--- src/rtl/wss_pkg.sv ---
// Shared types, constants and microcode for the wheel speed sensor block.
`timescale 1ns / 1ps
package wss_pkg;

   // Field and register widths
   localparam int TICK_W        = 32;
   localparam int RPM_FRAC_BITS = 8;
   localparam int RATE_W        = 20;
   localparam int MINP_W        = 20;
   localparam int TMO_W         = 22;
   localparam int START_W       = 22;
   localparam int CIRC_W        = 13;
   localparam int RPM_W         = 18;
   localparam int SPEED_W       = 16;
   localparam int ODO_W         = 40;
   localparam int CSR_IDX_W     = 3;
   localparam int CSR_DATA_W    = 22;

   // Register reset values
   localparam int RATE_RESET    = 10000;
   localparam int MINP_RESET    = 900;
   localparam int TMO_RESET     = 30000;
   localparam int START_RESET   = 40000;
   localparam int CIRC_RESET    = 2073;
   localparam int ODO_RESET     = 1000;

   // Compare width for tick differences against the config limits
   localparam int CMP_W = (TICK_W > TMO_W) ? TICK_W : TMO_W;

   // rpm numerator: rate * 60 * 2^F = (rate * 15) << (F + 2)
   localparam int NUM_SH = RPM_FRAC_BITS + 2;
   localparam int NUM_W  = RATE_W + 4 + NUM_SH;
   localparam int CNT_W  = $clog2(NUM_W);

   // speed = floor((avg * circ) >> (F + 2)) / 15), the /15 by reciprocal
   localparam int PROD1_W = RPM_W + CIRC_W;
   localparam int YSH     = NUM_SH;
   localparam int YW      = PROD1_W - YSH;
   localparam int RSH     = YW + 4;
   localparam int RW      = RSH - 3;
   localparam longint RECIP = ((longint'(1) << RSH) + 64'sd14) / 64'sd15;
   localparam int PROD2_W = YW + RW;
   localparam int PROD_W  = (PROD1_W > PROD2_W) ? PROD1_W : PROD2_W;
   localparam int MA_W    = (RPM_W > YW) ? RPM_W : YW;
   localparam int MB_W    = (CIRC_W > RW) ? CIRC_W : RW;
   localparam int SPD_RAW_W = PROD2_W - RSH;

   // Microcode store
   localparam int PC_W = 4;
   localparam logic [PC_W-1:0] A_ACCEPT   = PC_W'(0);
   localparam logic [PC_W-1:0] A_DIV_STEP = PC_W'(5);
   localparam logic [PC_W-1:0] A_TIMEOUT  = PC_W'(8);
   localparam logic [PC_W-1:0] A_SPEED    = PC_W'(13);
   localparam logic [PC_W-1:0] A_EMIT     = PC_W'((1 << PC_W) - 1);

   typedef enum logic [2:0] {
      CSR_TICK_RATE  = 3'd0,
      CSR_MIN_PERIOD = 3'd1,
      CSR_TIMEOUT    = 3'd2,
      CSR_STARTUP    = 3'd3,
      CSR_CIRC       = 3'd4
   } csr_idx_type;

   typedef enum logic [3:0] {
      OP_NOP,
      OP_ACCEPT,
      OP_TIMING,
      OP_DIV_INIT,
      OP_DIV_STEP,
      OP_AVG,
      OP_ODO,
      OP_TIMEOUT,
      OP_MUL_RAW,
      OP_MUL_RECIP,
      OP_EMIT
   } op_type;

   typedef enum logic [2:0] {
      C_NEVER,
      C_ALWAYS,
      C_NO_REQ,
      C_NOT_FALL,
      C_SHORT,
      C_DIV_BUSY,
      C_OUT_BUSY
   } cond_type;

   typedef struct packed {
      op_type          op;
      cond_type        cond;
      logic [PC_W-1:0] target;
   } ctrl_type;

   typedef struct packed {
      logic fall;
      logic short_period;
      logic div_busy;
      logic out_busy;
   } flags_type;

   typedef struct packed {
      logic [RATE_W-1:0]  tick_rate;
      logic [MINP_W-1:0]  min_period;
      logic [TMO_W-1:0]   timeout;
      logic [START_W-1:0] startup;
      logic [CIRC_W-1:0]  circ;
   } cfg_type;

   // Control program: execute op, then jump to target if cond holds, else step on.
   // The emit step sits at the top address so that falling through wraps to accept.
   function automatic ctrl_type ucode_word(input logic [PC_W-1:0] pc);
      ctrl_type w;
      w = '{op: OP_NOP, cond: C_ALWAYS, target: A_ACCEPT};
      case (pc)
         A_ACCEPT:    w = '{op: OP_ACCEPT,    cond: C_NO_REQ,   target: A_ACCEPT};
         PC_W'(1):    w = '{op: OP_TIMING,    cond: C_NEVER,    target: A_ACCEPT};
         PC_W'(2):    w = '{op: OP_NOP,       cond: C_NOT_FALL, target: A_TIMEOUT};
         PC_W'(3):    w = '{op: OP_NOP,       cond: C_SHORT,    target: A_SPEED};
         PC_W'(4):    w = '{op: OP_DIV_INIT,  cond: C_NEVER,    target: A_ACCEPT};
         A_DIV_STEP:  w = '{op: OP_DIV_STEP,  cond: C_DIV_BUSY, target: A_DIV_STEP};
         PC_W'(6):    w = '{op: OP_AVG,       cond: C_NEVER,    target: A_ACCEPT};
         PC_W'(7):    w = '{op: OP_ODO,       cond: C_ALWAYS,   target: A_SPEED};
         A_TIMEOUT:   w = '{op: OP_TIMEOUT,   cond: C_ALWAYS,   target: A_SPEED};
         A_SPEED:     w = '{op: OP_MUL_RAW,   cond: C_NEVER,    target: A_ACCEPT};
         PC_W'(14):   w = '{op: OP_MUL_RECIP, cond: C_NEVER,    target: A_ACCEPT};
         A_EMIT:      w = '{op: OP_EMIT,      cond: C_OUT_BUSY, target: A_EMIT};
         default:     w = '{op: OP_NOP,       cond: C_ALWAYS,   target: A_ACCEPT};
      endcase
      return w;
   endfunction

endpackage

--- src/rtl/wss_csr.sv ---
// Configuration registers of the wheel speed sensor block.
`timescale 1ns / 1ps
module wss_csr
   import wss_pkg::*;
(
   input  logic                  clock,
   input  logic                  reset,
   input  logic                  csr_wen,
   input  logic [CSR_IDX_W-1:0]  csr_index,
   input  logic [CSR_DATA_W-1:0] csr_wdata,
   output cfg_type               cfg
);

   cfg_type cfg_ff, cfg_in;

   always_comb begin
      cfg_in = cfg_ff;
      if (csr_wen) begin
         case (csr_idx_type'(csr_index))
            CSR_TICK_RATE:  cfg_in.tick_rate  = csr_wdata[RATE_W-1:0];
            CSR_MIN_PERIOD: cfg_in.min_period = csr_wdata[MINP_W-1:0];
            CSR_TIMEOUT:    cfg_in.timeout    = csr_wdata[TMO_W-1:0];
            CSR_STARTUP:    cfg_in.startup    = csr_wdata[START_W-1:0];
            CSR_CIRC:       cfg_in.circ       = csr_wdata[CIRC_W-1:0];
            default:        cfg_in = cfg_ff;
         endcase
      end
   end

   always_ff @(posedge clock) begin
      if (reset) begin
         cfg_ff.tick_rate  <= RATE_W'(RATE_RESET);
         cfg_ff.min_period <= MINP_W'(MINP_RESET);
         cfg_ff.timeout    <= TMO_W'(TMO_RESET);
         cfg_ff.startup    <= START_W'(START_RESET);
         cfg_ff.circ       <= CIRC_W'(CIRC_RESET);
      end else begin
         cfg_ff <= cfg_in;
      end
   end

   assign cfg = cfg_ff;

endmodule

--- src/rtl/wss_seq.sv ---
// Microcode sequencer: step counter, control store lookup and jump logic.
`timescale 1ns / 1ps
module wss_seq
   import wss_pkg::*;
(
   input  logic      clock,
   input  logic      reset,
   input  logic      req_valid,
   input  flags_type flags,
   output ctrl_type  ctrl
);

   logic [PC_W-1:0] pc_ff, pc_in;
   logic            jump;

   assign ctrl = ucode_word(pc_ff);

   always_comb begin
      case (ctrl.cond)
         C_NEVER:    jump = 1'b0;
         C_ALWAYS:   jump = 1'b1;
         C_NO_REQ:   jump = !req_valid;
         C_NOT_FALL: jump = !flags.fall;
         C_SHORT:    jump = flags.short_period;
         C_DIV_BUSY: jump = flags.div_busy;
         C_OUT_BUSY: jump = flags.out_busy;
         default:    jump = 1'b1;
      endcase
      pc_in = jump ? ctrl.target : PC_W'(pc_ff + 1'b1);
   end

   always_ff @(posedge clock) begin
      if (reset) begin
         pc_ff <= A_ACCEPT;
      end else begin
         pc_ff <= pc_in;
      end
   end

`ifndef SYNTHESIS
   a_wait_holds: assert property (@(posedge clock) disable iff (reset)
      (ctrl.op == OP_ACCEPT && !req_valid) |=> (pc_ff == $past(pc_ff)))
      else $error("sequencer left the accept step without a transfer");
`endif

endmodule

--- src/rtl/wss_dp.sv ---
// Datapath: tick timing, serial divider, shared multiplier, state and result register.
`timescale 1ns / 1ps
module wss_dp
   import wss_pkg::*;
(
   input  logic               clock,
   input  logic               reset,
   input  ctrl_type           ctrl,
   input  cfg_type            cfg,
   output flags_type          flags,
   input  logic               req_valid,
   output logic               req_ready,
   input  logic               req_sensor_level,
   output logic               rsp_valid,
   input  logic               rsp_ready,
   output logic [RPM_W-1:0]   rsp_rpm_filtered_q8,
   output logic [SPEED_W-1:0] rsp_speed_mm_per_s,
   output logic [ODO_W-1:0]   rsp_distance_mm,
   output logic               rsp_edge_taken
);

   // block state
   logic [TICK_W-1:0] tick_ff, tick_in;
   logic              prev_ff, prev_in;
   logic [TICK_W-1:0] last_ff, last_in;
   logic [RPM_W-1:0]  avg_ff, avg_in;
   logic [ODO_W-1:0]  odo_ff, odo_in;
   logic              past_ff, past_in;
   logic [CNT_W-1:0]  cnt_ff, cnt_in;
   logic              rsp_valid_ff, rsp_valid_in;

   // per-item working registers
   logic              level_ff, level_in;
   logic              taken_ff, taken_in;
   logic [TICK_W-1:0] elapsed_ff, elapsed_in;
   logic [TICK_W-1:0] rem_ff, rem_in;
   logic [NUM_W-1:0]  quo_ff, quo_in;
   logic [PROD_W-1:0] prod_ff, prod_in;
   logic [RPM_W-1:0]   rsp_rpm_ff, rsp_rpm_in;
   logic [SPEED_W-1:0] rsp_speed_ff, rsp_speed_in;
   logic [ODO_W-1:0]   rsp_dist_ff, rsp_dist_in;
   logic               rsp_taken_ff, rsp_taken_in;

   logic                   accept, emit;
   logic [RATE_W+3:0]      rate15;
   logic [NUM_W-1:0]       numer;
   logic [TICK_W:0]        rem_sh, rem_diff;
   logic [RPM_W-1:0]       rpm_sat;
   logic [RPM_W:0]         avg_sum;
   logic [ODO_W:0]         odo_sum;
   logic [MA_W-1:0]        mul_a;
   logic [MB_W-1:0]        mul_b;
   logic [MA_W+MB_W-1:0]   mul_full;
   logic [SPD_RAW_W-1:0]   spd_raw;
   logic [SPEED_W-1:0]     spd_sat;

   assign accept    = (ctrl.op == OP_ACCEPT) && req_valid;
   assign req_ready = (ctrl.op == OP_ACCEPT);
   assign emit      = (ctrl.op == OP_EMIT) && !flags.out_busy;

   assign flags.fall         = prev_ff && !level_ff;
   assign flags.short_period = !(CMP_W'(elapsed_ff) > CMP_W'(cfg.min_period));
   assign flags.div_busy     = (cnt_ff != CNT_W'(NUM_W - 1));
   assign flags.out_busy     = rsp_valid_ff && !rsp_ready;

   // 60 * rate * 2^F as (16 - 1) * rate, shifted
   assign rate15 = {cfg.tick_rate, 4'b0000} - (RATE_W + 4)'(cfg.tick_rate);
   assign numer  = {rate15, NUM_SH'(0)};

   // one restoring divide step
   assign rem_sh   = {rem_ff, quo_ff[NUM_W-1]};
   assign rem_diff = rem_sh - {1'b0, elapsed_ff};

   assign rpm_sat = (quo_ff > NUM_W'((1 << RPM_W) - 1)) ? '1 : quo_ff[RPM_W-1:0];
   assign avg_sum = {1'b0, avg_ff} + {1'b0, rpm_sat};
   assign odo_sum = {1'b0, odo_ff} + (ODO_W + 1)'(cfg.circ);

   always_comb begin
      case (ctrl.op)
         OP_MUL_RAW: begin
            mul_a = MA_W'(avg_ff);
            mul_b = MB_W'(cfg.circ);
         end
         OP_MUL_RECIP: begin
            mul_a = MA_W'(prod_ff[YSH +: YW]);
            mul_b = MB_W'(RECIP);
         end
         default: begin
            mul_a = '0;
            mul_b = '0;
         end
      endcase
   end

   assign mul_full = mul_a * mul_b;

   assign spd_raw = prod_ff[RSH +: SPD_RAW_W];
   assign spd_sat = (SPD_RAW_W'(spd_raw) > SPD_RAW_W'((1 << SPEED_W) - 1)) ?
                    '1 : SPEED_W'(spd_raw);

   always_comb begin
      tick_in      = tick_ff;
      prev_in      = prev_ff;
      last_in      = last_ff;
      avg_in       = avg_ff;
      odo_in       = odo_ff;
      past_in      = past_ff;
      cnt_in       = cnt_ff;
      level_in     = level_ff;
      taken_in     = taken_ff;
      elapsed_in   = elapsed_ff;
      rem_in       = rem_ff;
      quo_in       = quo_ff;
      prod_in      = prod_ff;
      rsp_rpm_in   = rsp_rpm_ff;
      rsp_speed_in = rsp_speed_ff;
      rsp_dist_in  = rsp_dist_ff;
      rsp_taken_in = rsp_taken_ff;
      rsp_valid_in = rsp_valid_ff && !rsp_ready;

      case (ctrl.op)
         OP_ACCEPT: begin
            if (accept) begin
               level_in = req_sensor_level;
               tick_in  = TICK_W'(tick_ff + 1'b1);
               taken_in = 1'b0;
            end
         end
         OP_TIMING: begin
            if (CMP_W'(tick_ff) > CMP_W'(cfg.startup)) begin
               past_in = 1'b1;
            end
            elapsed_in = tick_ff - last_ff;
         end
         OP_DIV_INIT: begin
            rem_in   = '0;
            quo_in   = numer;
            cnt_in   = '0;
            taken_in = 1'b1;
            last_in  = tick_ff;
         end
         OP_DIV_STEP: begin
            if (!rem_diff[TICK_W]) begin
               rem_in = rem_diff[TICK_W-1:0];
            end else begin
               rem_in = rem_sh[TICK_W-1:0];
            end
            quo_in = {quo_ff[NUM_W-2:0], !rem_diff[TICK_W]};
            cnt_in = CNT_W'(cnt_ff + 1'b1);
         end
         OP_AVG: begin
            avg_in = avg_sum[RPM_W:1];
         end
         OP_ODO: begin
            if (past_ff) begin
               odo_in = odo_sum[ODO_W] ? '1 : odo_sum[ODO_W-1:0];
            end
         end
         OP_TIMEOUT: begin
            if (CMP_W'(elapsed_ff) > CMP_W'(cfg.timeout)) begin
               avg_in = '0;
            end
         end
         OP_MUL_RAW, OP_MUL_RECIP: begin
            prod_in = PROD_W'(mul_full);
         end
         OP_EMIT: begin
            if (emit) begin
               rsp_valid_in = 1'b1;
               rsp_rpm_in   = avg_ff;
               rsp_speed_in = spd_sat;
               rsp_dist_in  = odo_ff;
               rsp_taken_in = taken_ff;
               prev_in      = level_ff;
            end
         end
         default: begin
            rsp_valid_in = rsp_valid_ff && !rsp_ready;
         end
      endcase
   end

   always_ff @(posedge clock) begin
      if (reset) begin
         tick_ff      <= '0;
         prev_ff      <= 1'b0;
         last_ff      <= '0;
         avg_ff       <= '0;
         odo_ff       <= ODO_W'(ODO_RESET);
         past_ff      <= 1'b0;
         cnt_ff       <= '0;
         rsp_valid_ff <= 1'b0;
      end else begin
         tick_ff      <= tick_in;
         prev_ff      <= prev_in;
         last_ff      <= last_in;
         avg_ff       <= avg_in;
         odo_ff       <= odo_in;
         past_ff      <= past_in;
         cnt_ff       <= cnt_in;
         rsp_valid_ff <= rsp_valid_in;
      end
   end

   always_ff @(posedge clock) begin
      level_ff     <= level_in;
      taken_ff     <= taken_in;
      elapsed_ff   <= elapsed_in;
      rem_ff       <= rem_in;
      quo_ff       <= quo_in;
      prod_ff      <= prod_in;
      rsp_rpm_ff   <= rsp_rpm_in;
      rsp_speed_ff <= rsp_speed_in;
      rsp_dist_ff  <= rsp_dist_in;
      rsp_taken_ff <= rsp_taken_in;
   end

   assign rsp_valid           = rsp_valid_ff;
   assign rsp_rpm_filtered_q8 = rsp_rpm_ff;
   assign rsp_speed_mm_per_s  = rsp_speed_ff;
   assign rsp_distance_mm     = rsp_dist_ff;
   assign rsp_edge_taken      = rsp_taken_ff;

`ifndef SYNTHESIS
   a_odo_monotonic: assert property (@(posedge clock) disable iff (reset)
      !$past(reset) |-> (odo_ff >= $past(odo_ff)))
      else $error("odometer went backwards");

   a_avg_owner: assert property (@(posedge clock) disable iff (reset)
      (!$past(reset) && avg_ff != $past(avg_ff)) |->
         ($past(ctrl.op) == OP_AVG || $past(ctrl.op) == OP_TIMEOUT))
      else $error("filtered rpm changed outside its update steps");

   a_taken_stamp: assert property (@(posedge clock) disable iff (reset)
      (emit && taken_ff) |-> (last_ff == tick_ff))
      else $error("accepted edge without matching edge timestamp");

   a_rsp_source: assert property (@(posedge clock) disable iff (reset)
      $rose(rsp_valid_ff) |-> ($past(ctrl.op) == OP_EMIT))
      else $error("result raised outside the emit step");
`endif

endmodule

--- src/rtl/wheel_speed_sensor_rpm_odometer_top.sv ---
// Top level of the wheel speed sensor rpm, speedometer and odometer block.
`timescale 1ns / 1ps
// Usage:
//  - req_*: one transfer per timer tick carrying the sampled sensor pin level.
//    The block counts ticks, times falling edges and updates its filtered rpm
//    and odometer; every request yields exactly one rsp_* transfer.
//  - rsp_*: filtered rpm (Q.8), speed in mm/s, trip distance in mm and a flag
//    for an accepted falling edge, held in an output register.
//  - csr_*: write-only registers, one write per cycle with csr_wen high; write
//    them only while no tick is in flight. Unknown indexes are ignored.
// Processing: a tick without an accepted edge skips the divider and goes on
// to the speed multiply; an accepted edge first runs the 34-step restoring
// divider of the period-to-rpm conversion. One tick is in work at a time;
// req_ready is high only while the sequencer waits in its accept step.
// Reset (synchronous, active high) restores the register defaults, clears the
// tick counter, filter and start-up flag and presets the odometer to 1000 mm.
// A stalled receiver is fine: the next request is taken and computed while a
// result waits; the sequencer only holds in its final step until the output
// register frees up.
module wheel_speed_sensor_rpm_odometer_top
   import wss_pkg::*;
(
   input  logic                  clock,
   input  logic                  reset,
   // tick samples in
   input  logic                  req_valid,
   output logic                  req_ready,
   input  logic                  req_sensor_level,
   // results out
   output logic                  rsp_valid,
   input  logic                  rsp_ready,
   output logic [RPM_W-1:0]      rsp_rpm_filtered_q8,
   output logic [SPEED_W-1:0]    rsp_speed_mm_per_s,
   output logic [ODO_W-1:0]      rsp_distance_mm,
   output logic                  rsp_edge_taken,
   // register writes
   input  logic                  csr_wen,
   input  logic [CSR_IDX_W-1:0]  csr_index,
   input  logic [CSR_DATA_W-1:0] csr_wdata
);

   cfg_type   cfg;
   ctrl_type  ctrl;
   flags_type flags;

   // register file
   wss_csr u_csr (
      .clock     (clock),
      .reset     (reset),
      .csr_wen   (csr_wen),
      .csr_index (csr_index),
      .csr_wdata (csr_wdata),
      .cfg       (cfg)
   );

   // control store and step counter; jumps on datapath flags
   wss_seq u_seq (
      .clock     (clock),
      .reset     (reset),
      .req_valid (req_valid),
      .flags     (flags),
      .ctrl      (ctrl)
   );

   // timing, divider, multiplier, state and result register
   wss_dp u_dp (
      .clock               (clock),
      .reset               (reset),
      .ctrl                (ctrl),
      .cfg                 (cfg),
      .flags               (flags),
      .req_valid           (req_valid),
      .req_ready           (req_ready),
      .req_sensor_level    (req_sensor_level),
      .rsp_valid           (rsp_valid),
      .rsp_ready           (rsp_ready),
      .rsp_rpm_filtered_q8 (rsp_rpm_filtered_q8),
      .rsp_speed_mm_per_s  (rsp_speed_mm_per_s),
      .rsp_distance_mm     (rsp_distance_mm),
      .rsp_edge_taken      (rsp_edge_taken)
   );

endmodule
--- config.mk ---
export PLATFORM = sky130hd
export DESIGN_NAME = wheel_speed_sensor_rpm_odometer_top
export DESIGN_NICKNAME = d
export VERILOG_FILES = /design/src/rtl/wss_pkg.sv /design/src/rtl/wss_csr.sv /design/src/rtl/wss_seq.sv /design/src/rtl/wss_dp.sv /design/src/rtl/wheel_speed_sensor_rpm_odometer_top.sv
export SDC_FILE = /design/constraint.sdc
export NUM_CORES = 2
export LEC_CHECK = 0
export ABC_AREA = 1
export BUFFER_PORTS_ARGS = -buffer_cell sky130_fd_sc_hd__clkbuf_2
export CAP_MARGIN = 10
export CORE_AREA = 2 2 250 252
export CTS_CLUSTER_SIZE = 30
export DETAILED_ROUTE_END_ITERATION = 12
export DIE_AREA = 0 0 252 254
export MAX_ROUTING_LAYER = met4
export PLACE_DENSITY = 0.86
export SLEW_MARGIN = 20
export SYNTH_ARGS = -nofsm -noshare
export SYNTH_HDL_FRONTEND = slang
export SYNTH_SLANG_ARGS = --single-unit
--- constraint.sdc ---
create_clock -name clock -period 8.6 [get_ports clock]
set_input_delay 0.86 -clock clock [delete_from_list [all_inputs] [get_ports clock]]
set_output_delay 0.86 -clock clock [all_outputs]
set_load 0.02 [all_outputs]
Word-level counts from Yosys, hierarchy flattened

Memory sizes are Yosys's and may differ from the RTL's. A register that Yosys moved wholly into a read port is not among the register bits.
Cells that the tools add are included.

Input port bits: 31
Word-level logic and storage cells: 106
Memories: 1
Output and inout bits: 77
Bits in read-only memories: 176
Register bits: 450

Multiplexer cells: 17
Eq/ne operators: 22
Order comparisons: 5
Add/sub/neg operators: 8
Reduce and logical (&&, ||, !) cells: 28
$mul: 1

Memory list:

| memory           | words | width | rd ports | clocked after Yosys merged registers in | wr ports | RTL line       | source |
|---|---|---|---|---|---|---|---|
| (name not given) | 16    | 11    | 1        | 1                                       | 0        | wss_pkg.sv:114 | `case (pc)` |

Operators by type and width:

| kind                                                                              | number |
|---|---|
| 34-bit case mux with 2 select lines                                               | 1 |
| 32-bit by 22-bit greater-than comparator with 1-bit output                        | 2 |
| 32-bit case mux with 2 select lines                                               | 1 |
| 22-bit case mux with 2 select lines                                               | 1 |
| 21-bit by 22-bit multiplier with 43-bit output                                    | 1 |
| 21-bit case mux with 2 select lines                                               | 1 |
| 40-bit by 13-bit adder with 41-bit output                                         | 1 |
| 40-bit 2-to-1 mux                                                                 | 1 |
| 18-bit 2-to-1 mux                                                                 | 2 |
| 18-bit case mux with 2 select lines                                               | 1 |
| 34-bit by 18-bit greater-than comparator with 1-bit output, second input constant | 1 |
| 33-bit by 32-bit subtractor with 33-bit output                                    | 1 |
| 32-bit by 1-bit adder with 32-bit output, second input constant                   | 1 |
| 32-bit by 20-bit greater-than comparator with 1-bit output                        | 1 |
| 32-bit 2-to-1 mux                                                                 | 1 |
| 32-bit subtractor                                                                 | 1 |
| 24-bit by 20-bit subtractor with 24-bit output                                    | 1 |
| 2-bit AND reduction                                                               | 11 |
| 18-bit by 18-bit adder with 19-bit output                                         | 1 |
| 18-bit by 16-bit greater-than comparator with 1-bit output, second input constant | 1 |
| 4-bit by 3-bit == test with 1-bit output, second input constant                   | 4 |
| 3-bit by 2-bit == test with 1-bit output, second input constant                   | 4 |
| 3-bit == test, second input constant                                              | 4 |
| 4-bit == test, second input constant                                              | 3 |
| 17 further kinds                                                                  | 34 |

Longest topological paths before layout

Depth after elaboration: 6
Gate-level depth with buffers: 35
Gate-level depth less buffers: 33

Hierarchy

Synthesis repeated with hierarchy kept, for this count alone.

Cell total of the unflattened synthesis: 4803
Area, all modules: 37504.7 µm²

Modules (own cells, without submodules):

| module  | cells an instance | instances | area each (µm²) | seq. area each (µm²) |
|---|---|---|---|---|
| wss_dp  | 4163              | 1         | 32929.1         | 8868.5 |
| wss_csr | 540               | 1         | 3824.9          | 1941.9 |
| wss_seq | 100               | 1         | 750.7           | 280.3 |

Worst setup path after synthesis

Ideal clock, no wire load.

Kind: register to register
Start: register, netlist name u_seq.ctrl[9]
End: register u_dp.prod_ff[40], data pin
Required time: 8341 ps
Library setup time: 259 ps
Path slack: 1172 ps
Clock period less this slack: 7428 ps
Cell stages (with the launch flop): 29
Arrival time: 7169 ps
Path buffers: 0
Cells stage by stage: dfxtp_1 -> inv_2 -> nand2_1 -> nor2_2 -> o21ai_1 -> nor2_1 -> fa_1 -> fa_1 -> inv_1 -> fa_1 -> inv_1 -> fa_1 -> inv_1 -> fa_1 -> inv_1 -> fa_1 -> inv_1 -> fa_1 -> inv_1 -> ha_1 -> a21oi_1 -> inv_1 -> a21oi_1 -> o211ai_1 -> a21oi_1 -> o21ai_2 -> nand2_1 -> nand2_1 -> xor2_1

Word-level cells in the longest chain between the ends: 3
Elaborated cells on any way between the ends: 5
Classes of those cells: mul: 1; eq/ne: 2; mux: 2

RTL lines:

| element                                                                                           | RTL line      | source |
|---|---|---|
| 4-bit == test                                                                                     | wss_dp.sv:79  | `case (ctrl.op)` |
| 21-bit case mux with 2 select lines / 22-bit case mux with 2 select lines (equally long branches) | wss_dp.sv:79  |  |
| 21-bit by 22-bit multiplier with 43-bit output (*)                                                | wss_dp.sv:95  | `assign mul_full = mul_a * mul_b;` |
| net u_dp.mul_full[40]                                                                             | wss_dp.sv:53  | `logic [MA_W+MB_W-1:0] mul_full;` |
| end signal: assignment                                                                            | wss_dp.sv:211 | `prod_ff <= prod_in;` |
| end: declaration                                                                                  | wss_dp.sv:38  | `logic [PROD_W-1:0] prod_ff, prod_in;` |

The timed path passes the listed nets; every way through them passes the cells marked *.
A chain may end at the register's enable or synchronous reset.

Worst setup path in the final report

Start: register, netlist name u_seq.ctrl[7]
End: register u_dp.prod_ff[40], data pin

Word-level cells in the longest chain between the ends: 3
Elaborated cells on any way between the ends: 5
Classes of those cells: mul: 1; eq/ne: 2; mux: 2

RTL lines:

| element                                                                                           | RTL line |
|---|---|
| 4-bit == test                                                                                     | wss_dp.sv:79 |
| 21-bit case mux with 2 select lines / 22-bit case mux with 2 select lines (equally long branches) | wss_dp.sv:79 |
| 21-bit by 22-bit multiplier with 43-bit output (*)                                                | wss_dp.sv:95 |
| net u_dp.mul_full[40]                                                                             | wss_dp.sv:53 |

Marks and branches as above.

==> flow_metrics.py <==
metrics = {
    "die": {
        "core-area_um2": 61260,
        "fp.dieH_um": 254,
        "fp-row-count": 91,
        "die_x_um": 252,
        "die_area_um2": 64010,
        "io-pin-count": 108,
        "initial_core_util": 0.5939,
    },
    "synthesis": {
        "synthesis.instances": 4495,
        "synth_sequential_area_ratio": 0.3049,
        "post_synth_instance_area_um2": 36380,
        "ys_ff_latch": 450,
        "yosys_warnings": 0,
        "asyncSetResetFlopFracSynth": 0,
        "synth.lib_cells_used.distinct": 66,
        "synth_edf_count": 208,
        "syn_avg_cell_area_um2": 8.093,
        "synthFlopType": "sky130_fd_sc_hd__dfxtp_1",
    },
    "finish": {
        "finish.utilization": 0.6438,
        "drive_gt1_frac": 0.06329,
        "count_of_nets_after_finishing": 5248,
        "layout-area-overhead-vs-synth_pct": 8.406,
        "layout_common_cells": "813 x sky130_fd_sc_hd__inv_1, 715 x sky130_fd_sc_hd__nand2_1, 487 x sky130_fd_sc_hd__nor2_1",
        "final_common_cell": "sky130_fd_sc_hd__inv_1",
        "design_area_um2": 39440,
        "multi_input_area_um2": 21870,
        "ff_latch_area_um2": 11090,
        "count_of_filler_cells_inserted_in_the_layout": 5229,
    },
    "critical_path": {
        "worst_r2r_startpoint": "u_seq.ctrl[7]",
        "path_class": "flop to flop",
        "worst_path_largest_cell_delay_ps": 570,
        "crit_path_end_kind": "flop",
        "required_ps": 8950,
        "worst_ep_arrival_time_ps": 8290,
        "ff2ff_path_depth": 29,
        "setup.reg_to_reg.worst_slack_ps": 660,
        "slowest_stage": "sky130_fd_sc_hd__dfxtp_1",
        "critical_path.most_common_cell": "sky130_fd_sc_hd__inv_1",
        "critical_path_peak_fanout": 20,
        "crit-reg2reg-capture": "u_dp.prod_ff[40]",
        "worst_setup_path_start_kind": "flop",
    },
    "sta": {
        "finalSetupViolCount": 0,
        "fin_crit_sh": 0.9230,
        "final-hold-violation-count": 0,
        "fmax_mhz": 126.0,
        "max_slew_margin": 0.2810,
        "timing.setup.tns_ps": 0,
        "clock-skew-final_ps": 27.33,
        "tightest_slew_ps": 1079,
        "rsz0062_at_grt": "no",
        "slew_viol_final": 0,
        "hold_ws_ps": 436.0,
        "post-route-min-period_ps": 7938,
    },
    "route": {
        "route.vias.total": 30680,
        "met3_length_mm": 6.536,
        "ant_nets": 0,
        "drt-met1-wl_mm": 42.04,
        "detail_route.wirelength_mm": 99.17,
        "drcViolationCount": 0,
        "vias_per_cell": 5.643,
        "dr_wl_met2_mm": 46.57,
        "drt_pre_antenna_iters": 6,
        "wire_per_inst_um": 18.24,
        "highest-signal-layer": "met4",
        "drt_first_iter_violations": 2448,
    },
    "clocking": {
        "tritoncts.num_buffers": 49,
        "tritoncts_num_sinks": 450,
        "ctsResizeCount": 0,
        "clock_latency_late_sink_ps": 610,
        "clk_pin_slew_worst_paths_ps": 60,
        "post_cts.repair.setup_buffers": 0,
        "count_of_hold_fix_buffers_inserted_at_cts": 0,
        "cts_root_buffer": "sky130_fd_sc_hd__clkbuf_16",
        "max-clock-path-buffers": 3,
        "tritoncts": "done",
        "cts_htree_levels": 2,
    },
    "global_routing": {
        "globalRouteOverflowTotal": 0,
        "grt_start_max_net_pins": 105,
        "grt_first_pass_wirelength_mm": 158.0,
        "grt_pass1_vias": 30000,
        "antenna_violations_before_repair": 2,
        "global_route.usage.total": 0.3223,
    },
    "run": {
        "drv.max_cap_violation_count": 0,
    },
    "place": {
        "place_area_um2": 37840,
        "dp_hpwl_mm": 78.37,
        "io_buffers": 107,
        "place_congestion": 1.021,
    },
    "hold_path": {
        "holdCritStartpoint": "u_dp.taken_ff",
        "hp-class": "flop to flop",
        "worst_hold_path.endpoint": "u_dp.rsp_edge_taken",
        "number_of_instances_on_the_worst_hold_path": 0,
    },
    "power": {
        "cellLeakagePower_nw": 18.40,
        "totalPowerFinal_mw": 8.451,
        "power_density_nw_per_um2": 214.3,
        "peakVddDrop_mv": 0.1831,
    },
    "run_status": {
        "run_status": "completed",
    },
}
worst max-delay path by stage:
stage / startpoint / end / slack [ps] / depth (start not counted)
after CTS: u_seq.ctrl[7] / u_dp.prod_ff[40] / 790 / 29
after detailed placement: u_seq.ctrl[7] / u_dp.prod_ff[40] / 770 / 27
after floorplan: u_seq.ctrl[9] / u_dp.prod_ff[40] / 1170 / 28
after global placement: u_seq.ctrl[7] / u_dp.prod_ff[40] / 910 / 29
after global routing: u_seq.ctrl[7] / u_dp.prod_ff[38] / 240 / 29
final: u_seq.ctrl[7] / u_dp.prod_ff[40] / 660 / 29
registers in the layout, summed over array words and instances, names as in the netlist:
register                  flops
u_csr.cfg                    97
u_dp.odo_ff                  40
u_dp.rsp_distance_mm         40
u_dp.quo_ff                  34
u_dp.prod_ff                 33
u_dp.elapsed_ff              32
u_dp.last_ff                 32
u_dp.rem_ff                  32
u_dp.tick_ff                 32
u_dp.avg_ff                  18
u_dp.rsp_rpm_filtered_q8     18
u_dp.rsp_speed_mm_per_s      16
u_seq.ctrl                   10
u_dp.cnt_ff                   6
u_seq.pc_ff                   4
u_dp.level_ff                 1
u_dp.past_ff                  1
u_dp.prev_ff                  1
u_dp.rsp_edge_taken           1
u_dp.rsp_valid                1
u_dp.taken_ff                 1
cell usage after synthesis (22+ instances only):
cell type                    n  share of area
sky130_fd_sc_hd__inv_1     815          0.084
sky130_fd_sc_hd__dfxtp_1   242           0.13
sky130_fd_sc_hd__nand3_1   132          0.018
sky130_fd_sc_hd__o21ai_0   300          0.041
sky130_fd_sc_hd__o21ai_1    22         0.0030
sky130_fd_sc_hd__fa_1      259           0.14
sky130_fd_sc_hd__xnor2_1    40         0.0096
sky130_fd_sc_hd__clkbuf_1   87         0.0090
sky130_fd_sc_hd__nor2_1    490          0.051
sky130_fd_sc_hd__xor2_1     97          0.023
sky130_fd_sc_hd__nand4_1    36         0.0062
sky130_fd_sc_hd__nand2_1   715          0.074
sky130_fd_sc_hd__nor3_1     68         0.0094
sky130_fd_sc_hd__a31oi_1    37         0.0064
sky130_fd_sc_hd__ha_1      351           0.12
sky130_fd_sc_hd__a21oi_1   364          0.050
sky130_fd_sc_hd__edfxtp_1  208           0.17
critical path: cells and delay by family, from the launching register on:
kind                       cells  cell delay [ps]
AOI/OAI and AO/OA              6             1420
xor gates and xnor gates       1              150
adders and majority gates      8             3510
buffers and inverters          8              810
DFF                            1              570
and+or+nand+nor                6             1220
where the power goes:
group	switching, mW	internal [mW]	total [mW]	leakage (nW)
clock network	0.923	1.19	2.11	0.778
registers	0.240	2.68	2.92	3.85
logic	2.25	1.17	3.42	13.8
total	3.42	5.04	8.45	18.4
per-stage QoR:
| stage | setup slack (ps) | instances |
|---|---|---|
| 2_1_floorplan | 1172 | 4520 |
| 3_3_place_gp | 908.6 | 5346 |
| 3_5_place_dp | 767.8 | 5346 |
| 4_1_cts | 790.7 | 5435 |
| 5_1_grt | 235.5 | 5437 |
| 6_report | 662.5 | 5438 |
metal layers:
| metal | GRT usage | up-vias |
|---|---|---|
| li1 | - | 14800 |
| met4 | 0.1254 | 0 |
| met3 | 0.04251 | 236 |
| met2 | 0.5229 | 1131 |
| met1 | 0.4123 | 14520 |
| met5 | - | - |
cell type report:
class	count	area share
clock inverters	25	0.004632
diodes	3	0.0001904
well taps	790	0.02506
flip-flops and latches	450	0.2812
clock buffers	64	0.03563
repair buffers	139	0.01967
inverters	828	0.07897
multi-input cells	3139	0.5546
cell families after synthesis:
| logic type | after synthesis | share of synthesized area |
|---|---|---|
| simple gates | 1532 | 0.1769 |
| buf+inv | 931 | 0.09723 |
| compound gates | 833 | 0.1246 |
| fa+ha+maj | 610 | 0.2633 |
| flops | 450 | 0.3049 |
| xor+xnor | 137 | 0.03298 |
| other cells | 2 | 0.0002064 |
(Power assumes the default switching activity.)
